[src/rtl/bil_pkg.sv]
// ----------------------------------------------------------------------------
// bil_pkg
// Shared constants, opcodes and controller/datapath interface types for the
// bounded indexed list unit.
// ----------------------------------------------------------------------------
`default_nettype none

package bil_pkg;

  // List geometry
  localparam int unsigned CAPACITY = 16;
  localparam int unsigned IDX_W    = (CAPACITY > 1) ? $clog2(CAPACITY) : 1;
  localparam int unsigned CNT_W    = 5;
  localparam int unsigned VAL_W    = 32;
  localparam int unsigned OP_W     = 3;

  // Stream payload widths
  localparam int unsigned IN_DATA_W  = 40;
  localparam int unsigned OUT_DATA_W = 40;

  // Operation codes
  localparam logic [OP_W-1:0] OP_APPEND     = 3'd0;
  localparam logic [OP_W-1:0] OP_INSERT     = 3'd1;
  localparam logic [OP_W-1:0] OP_REMOVE_END = 3'd2;
  localparam logic [OP_W-1:0] OP_REMOVE_AT  = 3'd3;
  localparam logic [OP_W-1:0] OP_CLEAR      = 3'd4;

  // Controller to datapath commands
  typedef struct packed {
    logic capture;  // latch a new transaction and decode it
    logic step;     // shift step: read one entry, write back the previous
    logic place;    // write the new value into its slot
    logic finish;   // update the count and load the result register
  } bil_cmd_t;

  // Datapath to controller status
  typedef struct packed {
    logic shift_done;   // no reads left and no write in flight
    logic place_needed; // append or insert that passed its checks
  } bil_sts_t;

endpackage

`default_nettype wire

[src/rtl/bil_datapath.sv]
// ----------------------------------------------------------------------------
// bil_datapath
// Entry memory, count register, shift address counters and result register.
// ----------------------------------------------------------------------------
`default_nettype none

module bil_datapath (
  input  wire logic                        clk_i,
  input  wire logic                        rst_ni,
  input  wire bil_pkg::bil_cmd_t           cmd_i,
  output bil_pkg::bil_sts_t                sts_o,
  input  wire logic [bil_pkg::OP_W-1:0]    opcode_i,
  input  wire logic [bil_pkg::CNT_W-1:0]   position_i,
  input  wire logic [bil_pkg::VAL_W-1:0]   value_in_i,
  output logic                             status_o,
  output logic [bil_pkg::VAL_W-1:0]        value_out_o,
  output logic [bil_pkg::CNT_W-1:0]        count_o
);

  localparam logic [bil_pkg::CNT_W-1:0] Cap = bil_pkg::CNT_W'(bil_pkg::CAPACITY);

  // Entry memory, single write port and registered read
  logic [bil_pkg::VAL_W-1:0] mem [bil_pkg::CAPACITY];
  logic [bil_pkg::VAL_W-1:0] rdata_q;

  // Count of held entries (control state)
  logic [bil_pkg::CNT_W-1:0] held_q, held_d;

  // Transaction context
  logic                      err_q, err_d;
  logic                      is_ins_q, is_ins_d;     // shift direction up
  logic                      is_rem_q, is_rem_d;     // remove of any kind
  logic                      place_q, place_d;
  logic                      clr_q, clr_d;
  logic [bil_pkg::IDX_W-1:0] slot_q, slot_d;
  logic [bil_pkg::VAL_W-1:0] val_q;
  logic [bil_pkg::VAL_W-1:0] taken_q;

  // Shift engine
  logic [bil_pkg::IDX_W-1:0] rd_ptr_q, rd_ptr_d;
  logic [bil_pkg::CNT_W-1:0] rd_left_q, rd_left_d;
  logic                      rd_vld_q;
  logic [bil_pkg::IDX_W-1:0] rd_prev_q;
  logic                      first_q;

  logic [bil_pkg::CNT_W-1:0] pos_m1;
  logic [bil_pkg::CNT_W:0]   held_p1;
  logic                      rd_en;
  logic                      wr_en;
  logic [bil_pkg::IDX_W-1:0] wr_addr;
  logic [bil_pkg::VAL_W-1:0] wr_data;
  logic                      shift_wr;

  assign pos_m1  = position_i - bil_pkg::CNT_W'(1);
  assign held_p1 = {1'b0, held_q} + (bil_pkg::CNT_W+1)'(1);

  // Decode and range checks of an incoming transaction
  always_comb begin
    err_d     = 1'b0;
    is_ins_d  = 1'b0;
    is_rem_d  = 1'b0;
    place_d   = 1'b0;
    clr_d     = 1'b0;
    slot_d    = pos_m1[bil_pkg::IDX_W-1:0];
    rd_ptr_d  = pos_m1[bil_pkg::IDX_W-1:0];
    rd_left_d = '0;
    unique case (opcode_i)
      bil_pkg::OP_APPEND: begin
        if (held_q >= Cap) begin
          err_d = 1'b1;
        end else begin
          place_d = 1'b1;
          slot_d  = held_q[bil_pkg::IDX_W-1:0];
        end
      end
      bil_pkg::OP_INSERT: begin
        if (held_q >= Cap || position_i == '0 ||
            {1'b0, position_i} > held_p1) begin
          err_d = 1'b1;
        end else begin
          is_ins_d  = 1'b1;
          place_d   = 1'b1;
          rd_ptr_d  = bil_pkg::IDX_W'(held_q - bil_pkg::CNT_W'(1));
          rd_left_d = held_q - pos_m1;
        end
      end
      bil_pkg::OP_REMOVE_END: begin
        if (held_q == '0) begin
          err_d = 1'b1;
        end else begin
          is_rem_d  = 1'b1;
          rd_ptr_d  = bil_pkg::IDX_W'(held_q - bil_pkg::CNT_W'(1));
          rd_left_d = bil_pkg::CNT_W'(1);
        end
      end
      bil_pkg::OP_REMOVE_AT: begin
        if (position_i == '0 || position_i > held_q) begin
          err_d = 1'b1;
        end else begin
          is_rem_d  = 1'b1;
          rd_left_d = held_q - pos_m1;
        end
      end
      bil_pkg::OP_CLEAR: begin
        clr_d = 1'b1;
      end
      default: begin
        err_d = 1'b1;
      end
    endcase
  end

  // Shift engine read and write selection
  assign rd_en    = cmd_i.step && (rd_left_q != '0);
  assign shift_wr = cmd_i.step && rd_vld_q && !(is_rem_q && first_q);
  assign wr_en    = shift_wr || cmd_i.place;
  assign wr_addr  = cmd_i.place ? slot_q :
                    (is_ins_q ? rd_prev_q + bil_pkg::IDX_W'(1)
                              : rd_prev_q - bil_pkg::IDX_W'(1));
  assign wr_data  = cmd_i.place ? val_q : rdata_q;

  // Entry memory
  always_ff @(posedge clk_i) begin
    if (wr_en) begin
      mem[wr_addr] <= wr_data;
    end
    if (rd_en) begin
      rdata_q <= mem[rd_ptr_q];
    end
  end

  // Payload context and taken value
  always_ff @(posedge clk_i) begin
    if (cmd_i.capture) begin
      val_q  <= value_in_i;
      slot_q <= slot_d;
    end
    if (cmd_i.step && rd_vld_q && is_rem_q && first_q) begin
      taken_q <= rdata_q;
    end
    if (rd_en) begin
      rd_prev_q <= rd_ptr_q;
    end
  end

  // Next count after the current transaction
  always_comb begin
    held_d = held_q;
    if (clr_q) begin
      held_d = '0;
    end else if (!err_q && place_q) begin
      held_d = held_q + bil_pkg::CNT_W'(1);
    end else if (!err_q && is_rem_q) begin
      held_d = held_q - bil_pkg::CNT_W'(1);
    end
  end

  // Control registers: count, decode flags and shift counters
  always_ff @(posedge clk_i or negedge rst_ni) begin
    if (!rst_ni) begin
      held_q    <= '0;
      err_q     <= 1'b0;
      is_ins_q  <= 1'b0;
      is_rem_q  <= 1'b0;
      place_q   <= 1'b0;
      clr_q     <= 1'b0;
      rd_ptr_q  <= '0;
      rd_left_q <= '0;
      rd_vld_q  <= 1'b0;
      first_q   <= 1'b0;
    end else begin
      if (cmd_i.capture) begin
        err_q     <= err_d;
        is_ins_q  <= is_ins_d;
        is_rem_q  <= is_rem_d;
        place_q   <= place_d;
        clr_q     <= clr_d;
        rd_ptr_q  <= rd_ptr_d;
        rd_left_q <= rd_left_d;
        rd_vld_q  <= 1'b0;
        first_q   <= 1'b1;
      end else if (cmd_i.step) begin
        rd_vld_q <= rd_en;
        if (rd_en) begin
          rd_left_q <= rd_left_q - bil_pkg::CNT_W'(1);
          rd_ptr_q  <= is_ins_q ? rd_ptr_q - bil_pkg::IDX_W'(1)
                                : rd_ptr_q + bil_pkg::IDX_W'(1);
        end
        if (rd_vld_q) begin
          first_q <= 1'b0;
        end
      end
      if (cmd_i.finish) begin
        held_q <= held_d;
      end
    end
  end

  // Result register
  always_ff @(posedge clk_i) begin
    if (cmd_i.finish) begin
      status_o    <= err_q;
      value_out_o <= (is_rem_q && !err_q) ? taken_q : '0;
      count_o     <= held_d;
    end
  end

  assign sts_o.shift_done   = (rd_left_q == '0) && !rd_vld_q;
  assign sts_o.place_needed = place_q && !err_q;

endmodule

`default_nettype wire

[src/rtl/bil_ctrl.sv]
// ----------------------------------------------------------------------------
// bil_ctrl
// Sequencer: takes one transaction, runs the shift, places the new value for an
// append or insert and hands the result to the output register.
// ----------------------------------------------------------------------------
`default_nettype none

module bil_ctrl (
  input  wire logic               clk_i,
  input  wire logic               rst_ni,
  input  wire logic               in_valid_i,
  output logic                    in_ready_o,
  output logic                    out_valid_o,
  input  wire logic               out_ready_i,
  output bil_pkg::bil_cmd_t       cmd_o,
  input  wire bil_pkg::bil_sts_t  sts_i
);

  typedef enum logic [1:0] {
    ST_IDLE,
    ST_SHIFT,
    ST_PLACE,
    ST_FINISH
  } state_e;

  state_e state_q, state_d;
  logic   out_valid_q, out_valid_d;
  logic   out_free;

  // Result register can take a new result this cycle
  assign out_free = !out_valid_q || out_ready_i;

  always_comb begin
    state_d       = state_q;
    out_valid_d   = out_valid_q && !out_ready_i;
    cmd_o         = '0;
    cmd_o.capture = (state_q == ST_IDLE) && in_valid_i;
    unique case (state_q)
      ST_IDLE: begin
        if (in_valid_i) begin
          state_d = ST_SHIFT;
        end
      end
      ST_SHIFT: begin
        cmd_o.step = 1'b1;
        if (sts_i.shift_done) begin
          state_d = sts_i.place_needed ? ST_PLACE : ST_FINISH;
        end
      end
      ST_PLACE: begin
        cmd_o.place = 1'b1;
        state_d     = ST_FINISH;
      end
      ST_FINISH: begin
        if (out_free) begin
          cmd_o.finish = 1'b1;
          out_valid_d  = 1'b1;
          state_d      = ST_IDLE;
        end
      end
      default: begin
        state_d = ST_IDLE;
      end
    endcase
  end

  // State and registered handshake outputs
  always_ff @(posedge clk_i or negedge rst_ni) begin
    if (!rst_ni) begin
      state_q     <= ST_IDLE;
      out_valid_q <= 1'b0;
    end else begin
      state_q     <= state_d;
      out_valid_q <= out_valid_d;
    end
  end

  assign in_ready_o  = (state_q == ST_IDLE);
  assign out_valid_o = out_valid_q;

endmodule

`default_nettype wire

[src/rtl/bounded_indexed_list_unit.sv]
// ----------------------------------------------------------------------------
// bounded_indexed_list_unit
// Ordered list of up to 16 signed 32-bit values with append, insert at
// position, remove last, remove at position and clear.
// ----------------------------------------------------------------------------
// One transaction is handled at a time and gives one result with an ok/error
// status, the removed value (zero otherwise) and the count held afterwards.
// Entries live in a memory with a single write port and a registered read,
// so an insert or remove in the middle moves one entry per cycle. A shift
// reads up to 16 entries for a remove and up to 15 for an insert. The block
// is ready for the next transaction as soon as the result is in the output
// register, even while that result waits to be taken; a stalled output only
// holds the block once a new result is ready.
`default_nettype none

module bounded_indexed_list_unit (
  input  wire logic                              clk_i,
  input  wire logic                              rst_ni,
  input  wire logic                              s_axis_tvalid_i,
  output logic                                   s_axis_tready_o,
  // [2:0] opcode, [7:3] position, [39:8] value_in
  input  wire logic [bil_pkg::IN_DATA_W-1:0]     s_axis_tdata_i,
  output logic                                   m_axis_tvalid_o,
  input  wire logic                              m_axis_tready_i,
  // [0] status, [32:1] value_out, [37:33] count, [39:38] zero
  output logic [bil_pkg::OUT_DATA_W-1:0]         m_axis_tdata_o
);

  bil_pkg::bil_cmd_t cmd;
  bil_pkg::bil_sts_t sts;

  logic                        status;
  logic [bil_pkg::VAL_W-1:0]   value_out;
  logic [bil_pkg::CNT_W-1:0]   count;

  // Sequencer
  bil_ctrl u_ctrl (
    .clk_i       (clk_i),
    .rst_ni      (rst_ni),
    .in_valid_i  (s_axis_tvalid_i),
    .in_ready_o  (s_axis_tready_o),
    .out_valid_o (m_axis_tvalid_o),
    .out_ready_i (m_axis_tready_i),
    .cmd_o       (cmd),
    .sts_i       (sts)
  );

  // Memory, counters and result register
  bil_datapath u_datapath (
    .clk_i       (clk_i),
    .rst_ni      (rst_ni),
    .cmd_i       (cmd),
    .sts_o       (sts),
    .opcode_i    (s_axis_tdata_i[2:0]),
    .position_i  (s_axis_tdata_i[7:3]),
    .value_in_i  (s_axis_tdata_i[39:8]),
    .status_o    (status),
    .value_out_o (value_out),
    .count_o     (count)
  );

  assign m_axis_tdata_o = {2'b00, count, value_out, status};

endmodule

`default_nettype wire

[config.mk]
export PLATFORM = sky130hd
export DESIGN_NAME = bounded_indexed_list_unit
export DESIGN_NICKNAME = d
export VERILOG_FILES = /design/src/rtl/bil_pkg.sv /design/src/rtl/bil_datapath.sv /design/src/rtl/bil_ctrl.sv /design/src/rtl/bounded_indexed_list_unit.sv
export SDC_FILE = /design/constraint.sdc
export NUM_CORES = 1
export LEC_CHECK = 0
export BUFFER_PORTS_ARGS = -buffer_cell sky130_fd_sc_hd__buf_4
export CAP_MARGIN = 20
export CORE_MARGIN = 4
export CORE_UTILIZATION = 58
export DETAILED_ROUTE_END_ITERATION = 6
export PLACE_DENSITY = 0.8
export SLEW_MARGIN = 5
export SYNTH_ARGS = -nofsm -noshare
export SYNTH_HDL_FRONTEND = slang
export SYNTH_SLANG_ARGS = --single-unit
[constraint.sdc]
create_clock -name clk_i -period 4.21 [get_ports clk_i]
set_input_delay 0.2105 -clock clk_i [delete_from_list [all_inputs] [get_ports clk_i]]
set_output_delay 0.2105 -clock clk_i [all_outputs]
set_load 0.01 [all_outputs]
==> metrics, run 1 <==
CTS tree built; RSZ-0062 raised after global routing no; Total GRT Usage 0.246; Die Ht 222 um; Worst Hold Class input pin to async pin; Switching Share 0.311; P_int 16300 uW; Placer Congestion 0.848; vias in the first global route approximately 14000; clock slew at reported path FFs 0.06 ns; sequential area share after synthesis 0.764; largest net degree at the start of global routing 56; post-synthesis cell area 0.0265 mm^2; Longest Clk Path Bufs 3; CTS Buf Count around 70; vias per cell 6.32; DRC violation total after the first TritonRoute iteration roughly 1800; count leader, synth edfxtp_1; MaxCap Viol Count 0; post-synthesis compound-gate area fraction 0.0178; Die ar. 0.0492 mm^2; proportion of synthesized area in mux cells 0.151; Flop pwr share 0.454; final period utilization 0.820; synthesized-area fraction occupied by adder cells 0.0155; setup TNS 0 ns; WS Path Type flip-flop to flip-flop; status completed; dpl hpwl 32600 um; Post-Synth XOR/XNOR Area 0.00694; Root Driver clkbuf_16; Tmin final roughly 3.5 ns; uppermost layer routed met4; Final Slew Violations 0; WP data required 4.46 ns; Logic pwr share 0.286; area leader, netlist edfxtp_1; routed wl met2 30600 um; Seq cells post-synth between 600 and 700; syn avg cell area 21.4 um^2; total grt overflow 0; number of synthesized flops with an enable pin 654; DR WL/cell 28.8 um; commonest cells in the synthesized netlist edfxtp_1 (654), mux4_2 (160), nor2_1 (41); final clock skew 0.0166 ns; crit path launch type flip-flop; main combinational cell family by area after synthesis multiplexers; synth top area cells edfxtp_1 (74%), mux4_2 (14%), dfrtp_1 (2.3%); Final #Nets 1484; Post-DRT Antenna Nets 0; initial antenna violation count 0; DRC violation count after routing 0; vias post-DR 13000; Routed met1 length 23200 um; first-pass GRT wire length ~90000 um; Ports 86; Final setup viols 0; CTS H-Tree Depth 3; Peak Freq 290 MHz; Slew headroom 0.232; core area ~0.045 mm^2; Clock Sinks 678; Main synth FF type edfxtp_1; Lkg Pwr between 0.01 and 0.015 uW; worst-margin pin slew approximately 1.2 ns; Clock Latency Late Sink 0.60 ns; endpoints failing hold 0; Critical Path Fanout Max 25; n_diodes 0; synth-to-layout area growth 15.9%; arrival time worst endpoint between 3 and 4 ns; IO Port Bufs 83; Die X 222 um; Synth async-reset ratio 0.0354; CTS resizes 0; initial core utilization 0.585; Post-Synth Simple-Gate Area 0.0305; Psw 7370 uW; Yosys top cell area share 0.741; Post-Syn Instances 1239; WL final 59500 um; Unique masters post-synth 55; drt pass-1 iters 7; peak supply drop 0.544 mV; share of layout cells above drive strength 1 0.302; CP endpoint kind flip-flop; # rows 78; pwr/cell area 771 mW/mm^2; Tot Pwr 23700 uW; Syn. warnings 0; Clk pwr share 0.260; met3 routed WL around 4300 um
## timing repair
action	CTS	global route
buffers inserted	0	0
hold buffers	37	0
hold endpoints to repair	59	0
## power groups by stage
stage	clock network [uW]	logic (uW)	registers, uW
6_report	6160	6760	10800
5_1_grt	6560	7240	10900
4_1_cts	6240	6780	10800
3_5_place_dp	0	6610	10900
3_3_place_gp	0	6330	10700
2_1_floorplan	0	4730	10300
## worst max-delay path, stage by stage (launching register included)
cell,delay (ns)
dfrtp_1,0.44
inv_1,0.10
ha_2,0.43
or3b_1,0.54
nor2_1,0.14
a32oi_1,0.26
nor2_4,0.74
buf_4,0.45
## cells in the final DEF (no fill, tap or decap), types with 10 or more instances in the layout
cell type,count
xnor2_1,17
mux2_2,33
mux4_2,160
clkbuf_1,10
nand2_1,39
nand3_1,14
dlygate4sd3_1,37
clkinv_1,12
buf_4,108
edfxtp_1,654
a21oi_1,22
nor2_4,17
clkinv_2,13
clkbuf_16,73
nor2_1,24
ha_1,27
dfrtp_1,20
inv_1,19
and2_1,32
o21ai_0,16
## logic make-up after synthesis
group,after synthesis
flip-flops,678
multiplexers,195
AND/OR/NAND/NOR,161
buffers and inverters,78
AO/OA/AOI/OAI,74
adder cells (fa/ha/maj),31
XOR/XNOR,21
other,1
## layout make-up
type	instances	area [um^2]
flip-flops and latches	678	20200
fillers	2738	14600
multi-input cells	484	6010
clock buffers	83	1860
clock inverters	41	413
well taps	600	751
inverters	23	86.3
repair buffers	153	1340
## path summary, 6_finish.rpt
| check | start | to | slack (ns) | cells past startpoint |
|---|---|---|---|---|
| max | u_ctrl.state_q[0] | u_datapath.mem[3][6] | 0.76 | 7 |
| min | rst_ni | u_datapath.rd_left_q[3] | 0.09 | 2 |
| max reg2reg | u_ctrl.state_q[0] | u_datapath.mem[3][6] | 0.76 | 7 |
| min reg2reg | u_datapath.rdata_q[26] | u_datapath.taken_q[26] | 0.45 | 0 |
| max in group asynchronous | rst_ni | u_datapath.rd_ptr_q[0] | 3.82 | 2 |
| min in group clk_i | s_axis_tdata_i[1] | u_datapath.rd_ptr_q[2] | 0.10 | 4 |
## sequential cells by signal (all words and copies together) (netlist names), 2 cells and up
register and count:
u_datapath.count_o 5, u_datapath.mem 512, u_datapath.value_out_o 32, u_datapath.rd_prev_q 4
u_datapath.rd_ptr_q 4, u_datapath.rdata_q 32, u_datapath.taken_q 32, u_ctrl.state_q 2
u_datapath.val_q 32, u_datapath.rd_left_q 5, u_datapath.slot_q 4, u_datapath.held_q 5
## stage by stage
| stage | hold WS, ns | util | instance area (um^2) | setup WS, ns | std cells |
|---|---|---|---|---|---|
| floorplan | -0.0851 | - | 26500 | 0.807 | 1240 |
| global placement | 0.142 | 0.619 | 28000 | 0.988 | 1899 |
| detailed placement | 0.142 | 0.619 | 28000 | 0.816 | 1900 |
| CTS | 0.0567 | 0.678 | 30700 | 0.739 | 2061 |
| global route | 0.0959 | 0.678 | 30700 | 0.615 | 2062 |
| finish | 0.0896 | 0.678 | 30700 | 0.757 | 2062 |
## metal layers
layer	vias up	global-route usage
met3	107	0.0422
met1	6818	0.345
met5	-	0
li1	5414	-
met4	0	0.0612
met2	692	0.413
Note: power is estimated with default switching activity, not from simulation.
==> inputs of run 2 (changes only) <==
- ABC_AREA: not set -> 1
- CORE_UTILIZATION: 58 -> 56
- PLACE_DENSITY: 0.8 -> 0.81
- clock period: 4.21 -> 3.1 ns (I/O delays scaled with it)
==> run 2 against run 1 <==
Compared with the run above: area after synthesis rose by 2.6%; critical endpoint is now u_datapath.mem[7][2]; sequential share of layout area fell by 0.78 points; via count rose by 36%.
==> metrics, run 2 <==
status completed; clock slew at reported path FFs 0.06 ns; post-synthesis cell area 0.0272 mm^2; Ports 86; number of synthesized flops with an enable pin 654; Critical R2R Capture u_datapath.mem[7][2]; Clock Sinks between 600 and 700; n_diodes 0; DRC violation count after routing 0; max incr delay on CP approximately 0.52 ns; Slew headroom 0.378; most frequent cells in the layout edfxtp_1 (654), nor2_1 (322), o21ai_0 (256); drt pass-1 iters 6; Die X 228 um; Yosys top cell area share 0.722; r2r startpoint u_datapath.is_ins_q; Tmin final 2.85 ns; IO Port Bufs 83; DRC violation total after the first TritonRoute iteration 2735; hold depth 5; synth-to-layout area growth 14.3%; final period utilization 0.919; first-pass GRT wire length between 100000 and 150000 um; area leader, netlist edfxtp_1; final clock skew 0.0281 ns; commonest non-fill, non-tap cell in the layout edfxtp_1; Post-Syn Instances 2049; share of layout cells above drive strength 1 0.113; Die Ht 228 um; crit path cell chain inv_1 > fa_1 > inv_1 > o21ai_0 > nand3_2 > nor2_4 > buf_12; Die ar. about 0.052 mm^2; Clock Latency Late Sink 0.64 ns; Placer Congestion 0.923; Worst Min Path Start s_axis_tdata_i[7]; # rows 80; FF-to-FF path depth 7; r2r setup slk 0.25 ns; vias post-DR 17800; pwr/cell area 1080 mW/mm^2; Largest register FFs 512; Worst Hold Class input pin to flip-flop; Syn. warnings 0; Main synth FF type edfxtp_1; CTS tree built; Critical Path Fanout Max 32; crit path max-delay cell type fa_1; Reg with most FFs u_datapath.mem; # fillers 3107; RSZ-0062 raised after global routing no; placed insts 2677; Post-DRT Antenna Nets 0; Final setup viols 0; Seq cells post-synth a little under 700; Total GRT Usage 0.252; worst-margin pin slew 0.932 ns; CP endpoint kind flip-flop; Peak Freq 351 MHz; vias in the first global route between 15000 and 20000; CTS H-Tree Depth 2; final core occ 0.650; core area 0.0478 mm^2; WL final between 60000 and 70000 um; Root Driver clkbuf_16; syn avg cell area around 13 um^2; Unique masters post-synth 40; largest net degree at the start of global routing 182; setup TNS 0 ns; initial core utilization 0.568; arrival time worst endpoint 3.15 ns; total grt overflow 0; synth top area cells edfxtp_1 (72%), o21ai_0 (4.7%), nor2_1 (4.7%); Lkg Pwr 0.0108 uW; MaxCap Viol Count 0; Crit path top cell by count inv_1; number of setup buffers added after CTS 0; Hold EP u_datapath.is_rem_q; Final #Nets 2243; CTS Buf Count 61; vias per cell 6.28; peak supply drop 0.780 mV; initial antenna violation count 0; Synth async-reset ratio 0.0354; WS Path Type flip-flop to flip-flop; crit path launch type flip-flop; Final Non-Filler Cells 2829; Longest Clk Path Bufs 3; Final Slew Violations 0; count leader, synth edfxtp_1; commonest cells in the synthesized netlist edfxtp_1 (654), nor2_1 (339), o21ai_0 (256); dpl hpwl 40700 um; sequential area share after synthesis 0.744; endpoints failing hold 0; DR WL/cell roughly 24 um; WP data required between 3 and 4 ns
-- run 2: through the flow --
step / hold slack, ns / total power, uW / setup slack, ns / instance area [um^2]
6_report: 0.146 / 33500 / 0.251 / 31100
5_1_grt: 0.156 / 35000 / 0.0862 / 31100
4_1_cts: 0.0911 / 33200 / 0.119 / 31100
3_5_place_dp: 0.0828 / 26200 / 0.239 / 28800
3_3_place_gp: 0.0790 / 25500 / 0.400 / 28800
2_1_floorplan: -0.141 / 21500 / -0.205 / 27200
-- run 2: routing by layer --
metal,routed length [um],vias to the layer above,track usage
li1,-,7769,-
met1,24600,8578,0.347
met2,32100,1255,0.407
met3,8070,158,0.0436
met4,2440,0,0.0974
met5,0,-,0
-- run 2: layout make-up --
type,count,area (um^2),share of cell area
multi-input cells,1155,6090,0.196
clock buffers,76,1600,0.0516
inverters,95,364,0.0117
clock inverters,33,223,0.00717
repair buffers,177,1780,0.0574
flip-flops and latches,678,20200,0.651
well taps,615,769,0.0248
-- run 2: cell families (layout without fill, tap and decap cells) --
family	count (synthesis)	after routing	share of synthesized area
and+or+nand+nor	620	620	0.0897
AOI/OAI and AO/OA	485	485	0.108
xor gates and xnor gates	17	17	0.00548
adders and majority gates	31	31	0.0151
DFF	678	678	0.744
other	1	2	0.000138
buffers and inverters	217	381	0.0373
-- run 2: worst max-delay path by stage --
stage | from | endpoint | depth (start not counted)
floorplan | u_datapath.is_ins_q | u_datapath.mem[12][0] | 10
global placement | u_datapath.is_ins_q | u_datapath.mem[6][25] | 10
detailed placement | u_datapath.is_ins_q | u_datapath.mem[3][24] | 7
CTS | u_ctrl.state_q[0] | u_datapath.err_q | 8
global route | u_datapath.is_ins_q | u_datapath.mem[3][31] | 10
finish | u_datapath.is_ins_q | u_datapath.mem[7][2] | 7
-- run 2: repair_timing --
action,CTS,global route
gates resized for setup,0,4
setup endpoints to repair,0,76
hold buffers,43,0
endpoints found under the hold margin,68,0
-- run 2: worst max-delay path, delay by kind of cell (launching register included) --
family / cells / cell delay [ns]
AND/OR/NAND/NOR: 2 / 0.62
adder cells (fa/ha/maj): 1 / 0.52
flip-flops: 1 / 0.47
buffers and inverters: 3 / 0.46
AO/OA/AOI/OAI: 1 / 0.44
-- run 2: power breakdown --
part           switching, uW  total [uW]  internal [uW]
logic                   8930       12000           3070
clock network           3200        7020           3810
registers                728       14500          13800
total                  12900       33500          20700
